`src/lmrs_pkg.sv`:
```
// Package: sizes, codes, controller/datapath structs and helper functions for the row scanner.
package lmrs_pkg;

  localparam int ROWS         = 16;
  localparam int MAX_COLUMNS  = 16;
  localparam int STRIDE       = MAX_COLUMNS + 1;
  localparam int DEPTH        = ROWS * STRIDE;
  localparam int ADDR_W       = $clog2(DEPTH);
  localparam int PANEL_BYTES  = 8;

  localparam int OP_W         = 2;
  localparam int ROW_W        = 4;
  localparam int STOP_W       = 5;
  localparam int COL_W        = 5;
  localparam int BYTE_W       = 8;
  localparam int AMOUNT_W     = 4;
  localparam int PANEL_W      = 2;
  localparam int INDEX_W      = 4;

  localparam logic [PANEL_W-1:0] PANEL_RESET = PANEL_W'(1);

  typedef enum logic [OP_W-1:0] {
    OP_WRITE = 2'd0,
    OP_SHIFT = 2'd1,
    OP_SCAN  = 2'd2,
    OP_CLEAR = 2'd3
  } op_t;

  typedef enum logic [2:0] {
    ST_CLEAR,
    ST_IDLE,
    ST_SH_PRIME,
    ST_SH_HOLD,
    ST_SH_STEP,
    ST_SH_TAIL,
    ST_SC_READ,
    ST_SC_LOAD
  } state_t;

  typedef struct packed {
    logic item_take;
    logic clr_step;
    logic sh_prime;
    logic sh_hold;
    logic sh_step;
    logic sh_tail;
    logic sc_read;
    logic sc_load;
  } cmd_t;

  typedef struct packed {
    logic in_valid;
    op_t  in_op;
    logic sh_empty;
    logic clr_done;
    logic row_end;
    logic last_row;
    logic col_last;
    logic out_free;
  } status_t;

  function automatic logic [COL_W-1:0] visible_cols(input logic [PANEL_W-1:0] panels);
    logic [COL_W-1:0] c;
    c = (panels >= PANEL_W'(2)) ? COL_W'(2 * PANEL_BYTES) : COL_W'(PANEL_BYTES);
    if (c > COL_W'(MAX_COLUMNS)) c = COL_W'(MAX_COLUMNS);
    return c;
  endfunction

  function automatic logic [ADDR_W-1:0] byte_addr(input logic [ROW_W-1:0] r,
                                                  input logic [COL_W-1:0] c);
    return ADDR_W'(r) * ADDR_W'(STRIDE) + ADDR_W'(c);
  endfunction

  function automatic logic [BYTE_W-1:0] shift_byte(input logic [BYTE_W-1:0]   hi,
                                                   input logic [BYTE_W-1:0]   lo,
                                                   input logic [AMOUNT_W-1:0] n);
    logic [2*BYTE_W-1:0] pair;
    pair = {hi, lo} << n;
    return pair[2*BYTE_W-1:BYTE_W];
  endfunction

endpackage

```
`src/lmrs_if.sv`:
```
// Interfaces: input item channel, result channel and configuration write channel.
interface lmrs_item_if;
  logic                          valid;
  logic                          ready;
  logic [lmrs_pkg::OP_W-1:0]     operation;
  logic [lmrs_pkg::ROW_W-1:0]    row;
  logic [lmrs_pkg::STOP_W-1:0]   row_stop;
  logic [lmrs_pkg::COL_W-1:0]    column;
  logic [lmrs_pkg::BYTE_W-1:0]   value;
  logic [lmrs_pkg::AMOUNT_W-1:0] shift_amount;
  modport source (output valid, operation, row, row_stop, column, value, shift_amount,
                  input ready);
  modport sink (input valid, operation, row, row_stop, column, value, shift_amount,
                output ready);
endinterface

interface lmrs_result_if;
  logic                         valid;
  logic                         ready;
  logic [lmrs_pkg::BYTE_W-1:0]  pixel_byte;
  logic [lmrs_pkg::ROW_W-1:0]   row_address;
  logic [lmrs_pkg::INDEX_W-1:0] column_index;
  logic                         last;
  modport source (output valid, pixel_byte, row_address, column_index, last, input ready);
  modport sink (input valid, pixel_byte, row_address, column_index, last, output ready);
endinterface

interface lmrs_cfg_if;
  logic                         valid;
  logic                         ready;
  logic [lmrs_pkg::PANEL_W-1:0] data;
  modport source (output valid, data, input ready);
  modport sink (input valid, data, output ready);
endinterface

```
`src/lmrs_ctrl.sv`:
```
// Controller: state machine sequencing clear, shift and scan over the datapath.
module lmrs_ctrl (
  input  logic              clk,
  input  logic              rst,
  input  lmrs_pkg::status_t st,
  output lmrs_pkg::cmd_t    cmd,
  output logic              in_ready
);

  lmrs_pkg::state_t state, state_next;

  always_ff @(posedge clk) begin
    if (rst) begin
      state <= lmrs_pkg::ST_CLEAR;
    end else begin
      state <= state_next;
    end
  end

  always_comb begin
    state_next = state;
    unique case (state)
      lmrs_pkg::ST_CLEAR: begin
        if (st.clr_done) state_next = lmrs_pkg::ST_IDLE;
      end
      lmrs_pkg::ST_IDLE: begin
        if (st.in_valid) begin
          unique case (st.in_op)
            lmrs_pkg::OP_WRITE: state_next = lmrs_pkg::ST_IDLE;
            lmrs_pkg::OP_SHIFT: state_next = st.sh_empty ? lmrs_pkg::ST_IDLE
                                                         : lmrs_pkg::ST_SH_PRIME;
            lmrs_pkg::OP_SCAN:  state_next = lmrs_pkg::ST_SC_READ;
            lmrs_pkg::OP_CLEAR: state_next = lmrs_pkg::ST_CLEAR;
            default:            state_next = lmrs_pkg::ST_IDLE;
          endcase
        end
      end
      lmrs_pkg::ST_SH_PRIME: state_next = lmrs_pkg::ST_SH_HOLD;
      lmrs_pkg::ST_SH_HOLD:  state_next = lmrs_pkg::ST_SH_STEP;
      lmrs_pkg::ST_SH_STEP: begin
        if (st.row_end) state_next = lmrs_pkg::ST_SH_TAIL;
      end
      lmrs_pkg::ST_SH_TAIL: begin
        state_next = st.last_row ? lmrs_pkg::ST_IDLE : lmrs_pkg::ST_SH_PRIME;
      end
      lmrs_pkg::ST_SC_READ: state_next = lmrs_pkg::ST_SC_LOAD;
      lmrs_pkg::ST_SC_LOAD: begin
        if (st.out_free) begin
          state_next = st.col_last ? lmrs_pkg::ST_IDLE : lmrs_pkg::ST_SC_READ;
        end
      end
      default: state_next = lmrs_pkg::ST_IDLE;
    endcase
  end

  always_comb begin
    cmd      = '0;
    in_ready = 1'b0;
    unique case (state)
      lmrs_pkg::ST_CLEAR:    cmd.clr_step = 1'b1;
      lmrs_pkg::ST_IDLE: begin
        in_ready      = 1'b1;
        cmd.item_take = st.in_valid;
      end
      lmrs_pkg::ST_SH_PRIME: cmd.sh_prime = 1'b1;
      lmrs_pkg::ST_SH_HOLD:  cmd.sh_hold  = 1'b1;
      lmrs_pkg::ST_SH_STEP:  cmd.sh_step  = 1'b1;
      lmrs_pkg::ST_SH_TAIL:  cmd.sh_tail  = 1'b1;
      lmrs_pkg::ST_SC_READ:  cmd.sc_read  = 1'b1;
      lmrs_pkg::ST_SC_LOAD:  cmd.sc_load  = st.out_free;
      default: ;
    endcase
  end

endmodule

```
`src/lmrs_datapath.sv`:
```
// Datapath: frame store memory, row/column counters, shift unit and result register.
module lmrs_datapath (
  input  logic                             clk,
  input  logic                             rst,
  input  lmrs_pkg::cmd_t                   cmd,
  output lmrs_pkg::status_t                st,
  input  logic                             in_valid,
  input  logic [lmrs_pkg::OP_W-1:0]        operation,
  input  logic [lmrs_pkg::ROW_W-1:0]       row,
  input  logic [lmrs_pkg::STOP_W-1:0]      row_stop,
  input  logic [lmrs_pkg::COL_W-1:0]       column,
  input  logic [lmrs_pkg::BYTE_W-1:0]      value,
  input  logic [lmrs_pkg::AMOUNT_W-1:0]    shift_amount,
  lmrs_result_if.source                    result,
  lmrs_cfg_if.sink                         cfg
);

  localparam int ADDR_W = lmrs_pkg::ADDR_W;
  localparam int COL_W  = lmrs_pkg::COL_W;
  localparam int STOP_W = lmrs_pkg::STOP_W;
  localparam int BYTE_W = lmrs_pkg::BYTE_W;

  logic [BYTE_W-1:0] mem [lmrs_pkg::DEPTH];
  logic              mem_we;
  logic              rd_en;
  logic [ADDR_W-1:0] wr_addr;
  logic [ADDR_W-1:0] rd_addr;
  logic [BYTE_W-1:0] wr_data;
  logic [BYTE_W-1:0] rd_data;

  logic [ADDR_W-1:0]            clr_addr;
  logic [lmrs_pkg::ROW_W-1:0]   scan_row;
  logic [lmrs_pkg::ROW_W-1:0]   sh_row;
  logic [COL_W-1:0]             col;
  logic [lmrs_pkg::PANEL_W-1:0] panel_count;
  logic                         out_valid;
  logic [STOP_W-1:0]            sh_stop;
  logic [lmrs_pkg::AMOUNT_W-1:0] amount;
  logic [BYTE_W-1:0]            cur;
  logic [BYTE_W-1:0]            out_byte;
  logic [lmrs_pkg::ROW_W-1:0]   out_row;
  logic [lmrs_pkg::INDEX_W-1:0] out_index;
  logic                         out_last;

  logic [COL_W-1:0]  vis_cols;
  logic [STOP_W-1:0] stop_clip;
  logic              write_ok;

  assign vis_cols  = lmrs_pkg::visible_cols(panel_count);
  assign stop_clip = (row_stop > STOP_W'(lmrs_pkg::ROWS)) ? STOP_W'(lmrs_pkg::ROWS) : row_stop;
  assign write_ok  = (STOP_W'(row) < STOP_W'(lmrs_pkg::ROWS)) && (column <= vis_cols);

  assign st.in_valid = in_valid;
  assign st.in_op    = lmrs_pkg::op_t'(operation);
  assign st.sh_empty = STOP_W'(row) >= stop_clip;
  assign st.clr_done = clr_addr == ADDR_W'(lmrs_pkg::DEPTH - 1);
  assign st.row_end  = col == vis_cols;
  assign st.last_row = (STOP_W'(sh_row) + STOP_W'(1)) >= sh_stop;
  assign st.col_last = col == (vis_cols - COL_W'(1));
  assign st.out_free = !out_valid || result.ready;

  always_comb begin
    mem_we  = 1'b0;
    wr_addr = lmrs_pkg::byte_addr(row, column);
    wr_data = value;
    priority if (cmd.clr_step) begin
      mem_we  = 1'b1;
      wr_addr = clr_addr;
      wr_data = '0;
    end else if (cmd.item_take && operation == lmrs_pkg::OP_WRITE && write_ok) begin
      mem_we  = 1'b1;
    end else if (cmd.sh_step) begin
      mem_we  = 1'b1;
      wr_addr = lmrs_pkg::byte_addr(sh_row, col - COL_W'(1));
      wr_data = lmrs_pkg::shift_byte(cur, rd_data, amount);
    end else if (cmd.sh_tail) begin
      mem_we  = 1'b1;
      wr_addr = lmrs_pkg::byte_addr(sh_row, col);
      wr_data = lmrs_pkg::shift_byte(cur, '0, amount);
    end
  end

  always_comb begin
    rd_en   = cmd.sh_prime || cmd.sh_hold || (cmd.sh_step && !st.row_end) || cmd.sc_read;
    rd_addr = lmrs_pkg::byte_addr(sh_row, col);
    priority if (cmd.sc_read) begin
      rd_addr = lmrs_pkg::byte_addr(scan_row, col);
    end else if (cmd.sh_step) begin
      rd_addr = lmrs_pkg::byte_addr(sh_row, col + COL_W'(1));
    end
  end

  always_ff @(posedge clk) begin
    if (mem_we) mem[wr_addr] <= wr_data;
    if (rd_en) rd_data <= mem[rd_addr];
  end

  always_ff @(posedge clk) begin
    if (rst) begin
      clr_addr    <= '0;
      scan_row    <= '0;
      sh_row      <= '0;
      col         <= '0;
      panel_count <= lmrs_pkg::PANEL_RESET;
      out_valid   <= 1'b0;
    end else begin
      if (cfg.valid && cfg.ready) panel_count <= cfg.data;
      if (cmd.clr_step) clr_addr <= clr_addr + ADDR_W'(1);
      if (cmd.item_take) begin
        unique case (lmrs_pkg::op_t'(operation))
          lmrs_pkg::OP_WRITE: ;
          lmrs_pkg::OP_SHIFT: begin
            sh_row <= row;
            col    <= '0;
          end
          lmrs_pkg::OP_SCAN:  col <= '0;
          lmrs_pkg::OP_CLEAR: begin
            clr_addr <= '0;
            scan_row <= '0;
          end
          default: ;
        endcase
      end
      if (cmd.sh_prime || (cmd.sh_step && !st.row_end)) col <= col + COL_W'(1);
      if (cmd.sh_tail) begin
        sh_row <= sh_row + lmrs_pkg::ROW_W'(1);
        col    <= '0;
      end
      if (cmd.sc_load) begin
        col <= col + COL_W'(1);
        if (st.col_last) begin
          scan_row <= (scan_row == lmrs_pkg::ROW_W'(lmrs_pkg::ROWS - 1))
                      ? '0 : scan_row + lmrs_pkg::ROW_W'(1);
        end
      end
      if (cmd.sc_load) begin
        out_valid <= 1'b1;
      end else if (result.ready) begin
        out_valid <= 1'b0;
      end
    end
  end

  always_ff @(posedge clk) begin
    if (cmd.item_take) begin
      sh_stop <= stop_clip;
      amount  <= shift_amount;
    end
    if (cmd.sh_hold || cmd.sh_step) cur <= rd_data;
    if (cmd.sc_load) begin
      out_byte  <= rd_data;
      out_row   <= scan_row;
      out_index <= col[lmrs_pkg::INDEX_W-1:0];
      out_last  <= st.col_last;
    end
  end

  assign cfg.ready           = 1'b1;
  assign result.valid        = out_valid;
  assign result.pixel_byte   = out_byte;
  assign result.row_address  = out_row;
  assign result.column_index = out_index;
  assign result.last         = out_last;

  a_step_col: assert property (@(posedge clk) disable iff (rst)
    cmd.sh_step |-> (col != '0) && (col <= vis_cols))
    else $error("shift step outside row");

  a_load_col: assert property (@(posedge clk) disable iff (rst)
    cmd.sc_load |-> col < vis_cols)
    else $error("scan load past visible columns");

  a_load_free: assert property (@(posedge clk) disable iff (rst)
    cmd.sc_load |-> (!out_valid || result.ready))
    else $error("result register overwritten before transfer");

  a_scan_row: assert property (@(posedge clk) disable iff (rst)
    (scan_row != $past(scan_row)) |->
      ($past(cmd.sc_load && st.col_last) ||
       $past(cmd.item_take && operation == lmrs_pkg::OP_CLEAR)))
    else $error("scan row moved without end of row or clear");

endmodule

```
`src/led_matrix_row_scanner_unit.sv`:
```
// Top level: LED matrix row scanner with frame store, shift and scan operations.
// Items are taken one at a time, only while the controller is idle. A scan tick
// covers C = 8 or 16 visible bytes: each byte needs one registered read of the
// single-port-read frame store and one load of the result register, which holds a
// finished byte while the next item is accepted. A shift reads and rewrites every
// row byte by byte through the same memory. After reset and after each clear the
// store is swept with zeros, one byte per cycle, and no item is accepted during the
// sweep; configuration writes are taken at any time.
module led_matrix_row_scanner_unit (
  input  logic          clk,
  input  logic          rst,
  lmrs_item_if.sink     item,
  lmrs_result_if.source result,
  lmrs_cfg_if.sink      cfg
);

  lmrs_pkg::cmd_t    cmd;
  lmrs_pkg::status_t st;
  logic              in_ready;

  assign item.ready = in_ready;

  lmrs_ctrl u_ctrl (
    .clk      (clk),
    .rst      (rst),
    .st       (st),
    .cmd      (cmd),
    .in_ready (in_ready)
  );

  lmrs_datapath u_datapath (
    .clk          (clk),
    .rst          (rst),
    .cmd          (cmd),
    .st           (st),
    .in_valid     (item.valid),
    .operation    (item.operation),
    .row          (item.row),
    .row_stop     (item.row_stop),
    .column       (item.column),
    .value        (item.value),
    .shift_amount (item.shift_amount),
    .result       (result),
    .cfg          (cfg)
  );

endmodule

```
`src/flat_wrapper.sv`:
```
// flat-port wrapper written by rule: the top's interface ports become plain ports
module led_matrix_row_scanner_unit_flat 
  (clk, rst, item_valid, item_operation, item_row, item_row_stop, item_column, item_value, item_shift_amount, item_ready, result_valid, result_pixel_byte, result_row_address, result_column_index, result_last, result_ready, cfg_valid, cfg_data, cfg_ready);
  lmrs_item_if item_i ();
  lmrs_result_if result_i ();
  lmrs_cfg_if cfg_i ();
  input  logic clk;
  input  logic rst;
  input wire logic [$bits(item_i.valid)-1:0] item_valid;
  input wire logic [$bits(item_i.operation)-1:0] item_operation;
  input wire logic [$bits(item_i.row)-1:0] item_row;
  input wire logic [$bits(item_i.row_stop)-1:0] item_row_stop;
  input wire logic [$bits(item_i.column)-1:0] item_column;
  input wire logic [$bits(item_i.value)-1:0] item_value;
  input wire logic [$bits(item_i.shift_amount)-1:0] item_shift_amount;
  output wire logic [$bits(item_i.ready)-1:0] item_ready;
  output wire logic [$bits(result_i.valid)-1:0] result_valid;
  output wire logic [$bits(result_i.pixel_byte)-1:0] result_pixel_byte;
  output wire logic [$bits(result_i.row_address)-1:0] result_row_address;
  output wire logic [$bits(result_i.column_index)-1:0] result_column_index;
  output wire logic [$bits(result_i.last)-1:0] result_last;
  input wire logic [$bits(result_i.ready)-1:0] result_ready;
  input wire logic [$bits(cfg_i.valid)-1:0] cfg_valid;
  input wire logic [$bits(cfg_i.data)-1:0] cfg_data;
  output wire logic [$bits(cfg_i.ready)-1:0] cfg_ready;
  assign item_i.valid = item_valid;
  assign item_i.operation = item_operation;
  assign item_i.row = item_row;
  assign item_i.row_stop = item_row_stop;
  assign item_i.column = item_column;
  assign item_i.value = item_value;
  assign item_i.shift_amount = item_shift_amount;
  assign item_ready = item_i.ready;
  assign result_valid = result_i.valid;
  assign result_pixel_byte = result_i.pixel_byte;
  assign result_row_address = result_i.row_address;
  assign result_column_index = result_i.column_index;
  assign result_last = result_i.last;
  assign result_i.ready = result_ready;
  assign cfg_i.valid = cfg_valid;
  assign cfg_i.data = cfg_data;
  assign cfg_ready = cfg_i.ready;
  led_matrix_row_scanner_unit u_core (.clk(clk), .rst(rst), .item(item_i), .result(result_i), .cfg(cfg_i));
endmodule
```
`config.mk`:
```
export PLATFORM = sky130hd
export DESIGN_NAME = led_matrix_row_scanner_unit_flat
export DESIGN_NICKNAME = d
export VERILOG_FILES = /design/src/lmrs_pkg.sv /design/src/lmrs_if.sv /design/src/lmrs_ctrl.sv /design/src/lmrs_datapath.sv /design/src/led_matrix_row_scanner_unit.sv /design/src/flat_wrapper.sv
export SDC_FILE = /design/constraint.sdc
export NUM_CORES = 2
export LEC_CHECK = 0
export ABC_AREA = 1
export ABC_CLOCK_PERIOD_IN_PS = 30800
export BUFFER_PORTS_ARGS = -buffer_cell sky130_fd_sc_hd__buf_2
export CAP_MARGIN = 20
export CORE_MARGIN = 4
export CORE_UTILIZATION = 45
export DETAILED_ROUTE_END_ITERATION = 8
export GPL_TIMING_DRIVEN = 1
export HOLD_SLACK_MARGIN = 0.03
export PLACE_DENSITY = 0.71
export SYNTH_ARGS = -nofsm -noshare
export SYNTH_HDL_FRONTEND = slang
export SYNTH_HIERARCHICAL = 1
export SYNTH_SLANG_ARGS = --single-unit
```
`constraint.sdc`:
```
create_clock -name clk -period 30.8 [get_ports clk]
set_clock_uncertainty 0.1 [all_clocks]
set_input_delay 0 -clock clk [delete_from_list [all_inputs] [get_ports clk]]
set_output_delay 0 -clock clk [all_outputs]
set_load 0.1 [all_outputs]
```
**Yosys cells after proc, flatten, opt, wreduce, memory -nomap -nowiden**

Memories as Yosys holds them, arrays and structs flattened. A register that Yosys moved wholly into a read port is not among the register bits.
Cells that the tools add are included.

- Word-level logic and storage cells: 133
- Output and inout port bits: 20
- Memories: 1
- Input bits: 35
- Bits in writable memories: 2176
- Flip-flop bits (word level): 62

- Add/sub/neg operators: 12
- Equal/unequal tests: 18
- $mul: 3
- Shift operators: 2
- Mux-type cells: 55
- Magnitude comparators: 6
- Reductions and logical operators: 22

Memories:

| memory | depth | width | rd ports | clocked after memory_dff | write ports | RTL line | source |
|---|---|---|---|---|---|---|---|
| u_core.u_datapath.mem | 272 | 8 | 1 | 1 | 1 | lmrs_datapath.sv:23 | `logic [BYTE_W-1:0] mem [lmrs_pkg::DEPTH];` |

Operators with widths:

| cell | count |
|---|---|
| $mux W9 | 9 |
| $add A9 B5 Y9 | 5 |
| $mux W5 | 8 |
| $mux W4 | 8 |
| $mux W8 | 4 |
| $shl A16 B4 Y16 | 2 |
| $mul A4 B5 Y9 const B | 3 |
| $pmux W3 S8 | 1 |
| $mux W1 | 17 |
| $mux W3 | 5 |
| $eq A3 B3 Y1 const B | 4 |
| $pmux W3 S4 | 1 |
| $eq A5 B5 Y1 | 2 |
| $gt A5 B5 Y1 const B | 2 |
| $sub A5 B1 Y5 const B | 2 |
| $add A9 B1 Y9 const B | 1 |
| $eq A9 B9 Y1 const B | 1 |
| $add A4 B1 Y4 const B | 2 |
| $reduce_bool A4 Y1 | 2 |
| $eq A3 B2 Y1 const B | 2 |
| $logic_or A1 B1 Y1 | 6 |
| $ne A2 B2 Y1 const B | 3 |
| $reduce_bool A2 Y1 | 3 |
| $add A4 B1 Y5 const B | 1 |
| other kinds (18) | 24 |

**Longest topological paths before layout**

- Depth in word-level cells: 11
- Mapped depth: 23
- Mapped depth without buffers: 20

**Modules after synthesis**

The synthesis kept the hierarchy.

By module, submodules not included:

| module | area each (µm²) | times used | sequential area each (µm²) | cells an instance |
|---|---|---|---|---|
| lmrs_datapath | 102056.6 | 1 | 67084.3 | 10205 |
| lmrs_ctrl | 386.6 | 1 | 60.1 | 64 |

**Least setup slack after synthesis**

No wires, ideal clock.

- Path kind: register to register
- Start point: register u_core.u_ctrl.state[0]
- End point: memory u_core.u_datapath.mem[0][4], data pin
- Buffers on the path: 2
- Cell stages (with the launch flop): 9
- Arrival: 9845 ps
- Slack: 19195 ps
- Data required time: 29040 ps
- Path through: dfxtp_1 -> buf_6 -> inv_8 -> nor4_1 -> nand3_2 -> nand2_2 -> buf_2 -> nand2_1 -> a21oi_1

RTL lines:

| element | RTL line | source |
|---|---|---|
| from (decl) | lmrs_ctrl.sv:10 | `lmrs_pkg::state_t state, state_next;` |
| from (signal assigned) | lmrs_ctrl.sv:14 | `state <= lmrs_pkg::ST_CLEAR;` |
| from (signal assigned) | lmrs_ctrl.sv:16 | `state <= state_next;` |
| to (decl) | lmrs_datapath.sv:23 |  |

**Worst setup path after layout**

- Start point: register u_core/u_datapath/sh_row[1] (netlist name)
- End point: register u_core.u_datapath.rd_data[2], read port of u_core.u_datapath.mem, data pin

- Cells in the longest elaborated chain, start to end: 4
- Elaborated cells between the ends (all ways): 5

Ends and longest elaborated chain:

| element | RTL line | source |
|---|---|---|
| from (decl) | lmrs_datapath.sv:33 | `logic [lmrs_pkg::ROW_W-1:0] sh_row;` |
| from (signal assigned) | lmrs_datapath.sv:113 | `sh_row <= row;` |
| from (signal assigned) | lmrs_datapath.sv:126 | `sh_row <= sh_row + lmrs_pkg::ROW_W'(1);` |
| $mul A4 B5 Y9 * | lmrs_pkg.sv:71 | `return ADDR_W'(r) * ADDR_W'(STRIDE) + ADDR_W'(c);` |
| $add A9 B5 Y9 | lmrs_pkg.sv:71 |  |
| $mux W9 * | lmrs_datapath.sv:88 | `end else if (cmd.sh_step) begin` |
| $mux W9 * | lmrs_datapath.sv:86 | `priority if (cmd.sc_read) begin` |
| to (decl) | lmrs_datapath.sv:29 | `logic [BYTE_W-1:0] rd_data;` |

Every way passes the cells marked *; elsewhere a longest branch is shown, timed or not.
A chain may end at the register's enable or synchronous reset.

==> impl_metrics.yaml <==
run_status:
  outcome: "finished, violations left"
  violations: "negative hold slack"
synth:
  synth_top_area_cell: "edfxtp_1"
  synth_top_area_share_pct: 65.02
  synth-edff-count: 2218
  synth-async-reset-ratio_pct: 0
  ys_seq_area_share_pct: 65.54
  ys_seq_elements: 2245
  synth_cell_types: 59
  syn-num-nets: 10360
  ys.flop_type: "edfxtp_1"
  synth_area_per_cell_sq_um: 9.976
  netlist_top_cells_area: "edfxtp_1, nand2_1, nand3_1, inv_1, nor2_1"
  synth_area_sq_um: 102400
  synthCells: 10270
  yosysWarnings: 6
clocking:
  post_cts_buffers: 0
  cts.reportedPaths.clkPinSlew_ns: 0.06
  cts_tree: "done"
  clk_latency_ns: 0.87
  clk_path_buf_depth: 3
  h-tree-depth: 4
  cts_root_buffer: "clkbuf_16"
  cts_num_sinks: 2245
  numCtsBuffers: 218
worst_setup_path:
  crit_buf_inv: 6
  slowest_delay_ns: 0.91
  cp.required_ns: 31.38
  cp-end-kind: "flip-flop"
  cp_top_family: "buffers and inverters"
  crit_path_max_fanout: 159
  path_cells: "clkinv_1 > fa_1 > inv_1 > nand2_1 > nand3_1 > o21ai_4 > buf_12 > buf_4 > buf_4 > buf_4 > nand3_1 > nand2_1 > nand2_1 > nand3_1 > nand3_1 > nand3_1 > nand3_1 > nand3_1 > nand3_1 > nand2_1"
  critical_path_class: "flip-flop to flip-flop"
  crit_arrival_ns: 7.87
  crit_slowest_cell: "buf_4"
  critPathMostFrequentCell: "nand3_1"
  startpoint_type: "flip-flop"
  reg2reg_slack_ns: 23.51
power:
  p_leak_uw: 0.04692
  powerDensity_nw_per_um2: 59.73
  power_uw: 6720
  ir_drop_mv: 0.06017
routing:
  vias: 71520
  dr.pass1.iters: 6
  postRouteAntennaNets: 0
  drt_iter0_markers: 8722
  drc: 0
  wl_per_cell_microns: 19.82
  viasPerCell: 5.351
  finalWirelength_microns: 264900
floorplanning:
  die_area_sq_um: 235400
  die_x_microns: 485.1
  start_util_pct: 45.42
  io_pins: 55
  rows: 174
  design.core.area_sq_um: 225500
  die_h_microns: 485.1
timing:
  finalHoldViolations: 20
  min_period_over_period_pct: 23.67
  worst_slack_ns: 23.51
  setup_violations: 0
  hold_ws_ns: -0.02050
  relSlewSlack_pct: 19.98
  max_slew.worst_pin.slew_ns: 1.200
  fmax_mhz: 137.2
  setup_tns_ns: 0
  rsz0062_at_grt: "no"
  maxSlewViolCount: 0
  period_minus_slack_ns: 7.291
hold_path:
  hp-class: "input pin to flip-flop"
place:
  dp_hpwl_microns: 148000
  gp_congestion: 0.8868
  dp.cells: 12870
  port-buffer-count: 52
  dp_slack_ns: 23.67
grt:
  grt_pass1_wl_microns: 401300
  overflow: 0
  antenna_found_initial: 6
  grt_usage_pct: 21.97
  grt_max_degree: 226
  first_global_vias: 67980
final_layout:
  final_cell_mix: "nand2_1, edfxtp_1, inv_1, nand3_1, nor2_1"
  finish.utilization_pct: 49.88
  fin_cells: 13370
  syn2layout_area_growth_pct: 9.816
  drive_gt1_share_pct: 5.756
  fin_nets: 10280
  final_common_cell: "nand2_1"
flow_run:
  drv_cap: 0
## repair_timing
action / in CTS / in global routing
hold buffers: 51 / 1
endpoints found under the hold margin: 153 / 70
gates resized for setup: 0 / 0
## tightest hold or removal path, stage by stage
cell and delay [ns]:
buf_2 0.10, nand2_1 0.06, nand3_1 0.08, nand2_1 0.16, inv_8 0.21
## flip-flops by register name, indices dropped and copies added (netlist names)
name                                   cells
u_core/u_datapath/amount                   4
u_core/u_datapath/sh_stop                  5
u_core/u_datapath/clr_addr                 9
u_core/u_datapath/scan_row                 4
u_core/u_ctrl/state                        3
u_core/u_datapath/result.last              1
u_core/u_datapath/result.valid             1
u_core/u_datapath/cur                      8
u_core/u_datapath/result.row_address       4
u_core/u_datapath/rd_data                  8
u_core/u_datapath/result.pixel_byte        8
u_core/u_datapath/panel_count              1
u_core/u_datapath/mem                   2176
u_core/u_datapath/col                      5
u_core/u_datapath/sh_row                   4
u_core/u_datapath/result.column_index      4
## area by class of cell
| cell class | count | area [sq um] |
|---|---|---|
| Sequential cell | 2245 | 67140 |
| Clock inverter | 143 | 1303 |
| Tap cell | 2992 | 3744 |
| Timing Repair Buffer | 259 | 2046 |
| Clock buffer | 267 | 5682 |
| Antenna cell | 3 | 7.507 |
| Multi-Input combinational cell | 5677 | 25860 |
| Fill cell | 19600 | 113000 |
| Inverter | 1780 | 6710 |
## per-stage QoR
step	instance area, sq um	hold slack (ns)
5_1_grt	112500	0.07463
2_1_floorplan	102400	-0.03093
3_3_place_gp	104600	0.08416
3_5_place_dp	104700	0.08421
6_report	112500	-0.02050
4_1_cts	112200	0.03521
## logic make-up after synthesis
group / share of synthesized area, %
flip-flops: 65.54
adder cells (fa/ha/maj): 0.7572
other: 0.003661
AO/OA/AOI/OAI: 2.417
XOR/XNOR: 0.1624
multiplexers: 0.02931
buffers and inverters: 9.396
AND/OR/NAND/NOR: 21.69
## power breakdown
part	switching (uW)	total [uW]	internal, uW
Combinational	517	644	127
Clock	1150	2610	1460
Sequential	10.1	3470	3460
Total	1680	6720	5040
## worst paths after layout
check / from / end / cells past startpoint
setup / recovery: u_core/u_datapath/sh_row[1]$_SDFFE_PP0P_ / u_core/u_datapath/rd_data[2]$_DFFE_PP_ / 20
hold / removal: item_value[7] / u_core/u_datapath/mem[118][7]$_DFFE_PP_ / 5
setup reg to reg: u_core/u_datapath/sh_row[1]$_SDFFE_PP0P_ / u_core/u_datapath/rd_data[2]$_DFFE_PP_ / 20
hold reg to reg: u_core/u_datapath/clr_addr[0]$_SDFF_PP0_ / u_core/u_datapath/clr_addr[0]$_SDFF_PP0_ / 2
## synth_stat cells (all sizes together), types with 5 or more instances
cell type,count
a21oi,79
buf,342
clkbuf,225
dfxtp,27
edfxtp,2218
fa,5
ha,54
inv,1778
nand2,2807
nand3,1583
nand3b,171
nand4,14
nor2,476
nor3,70
o211ai,5
o21ai,314
o22ai,33
or2,7
xor2,16
## metal layers
layer	share of wire (%)	vias up	track usage, %	wire (microns)
met5	0	-	0	0
met4	4.7	0	9.801	12440
met3	10	620	4.184	26510
met2	47	3421	35.50	124200
met1	38	34160	28.91	101700
li1	-	33320	-	-
No activity file was read; power rests on OpenSTA's default activity.
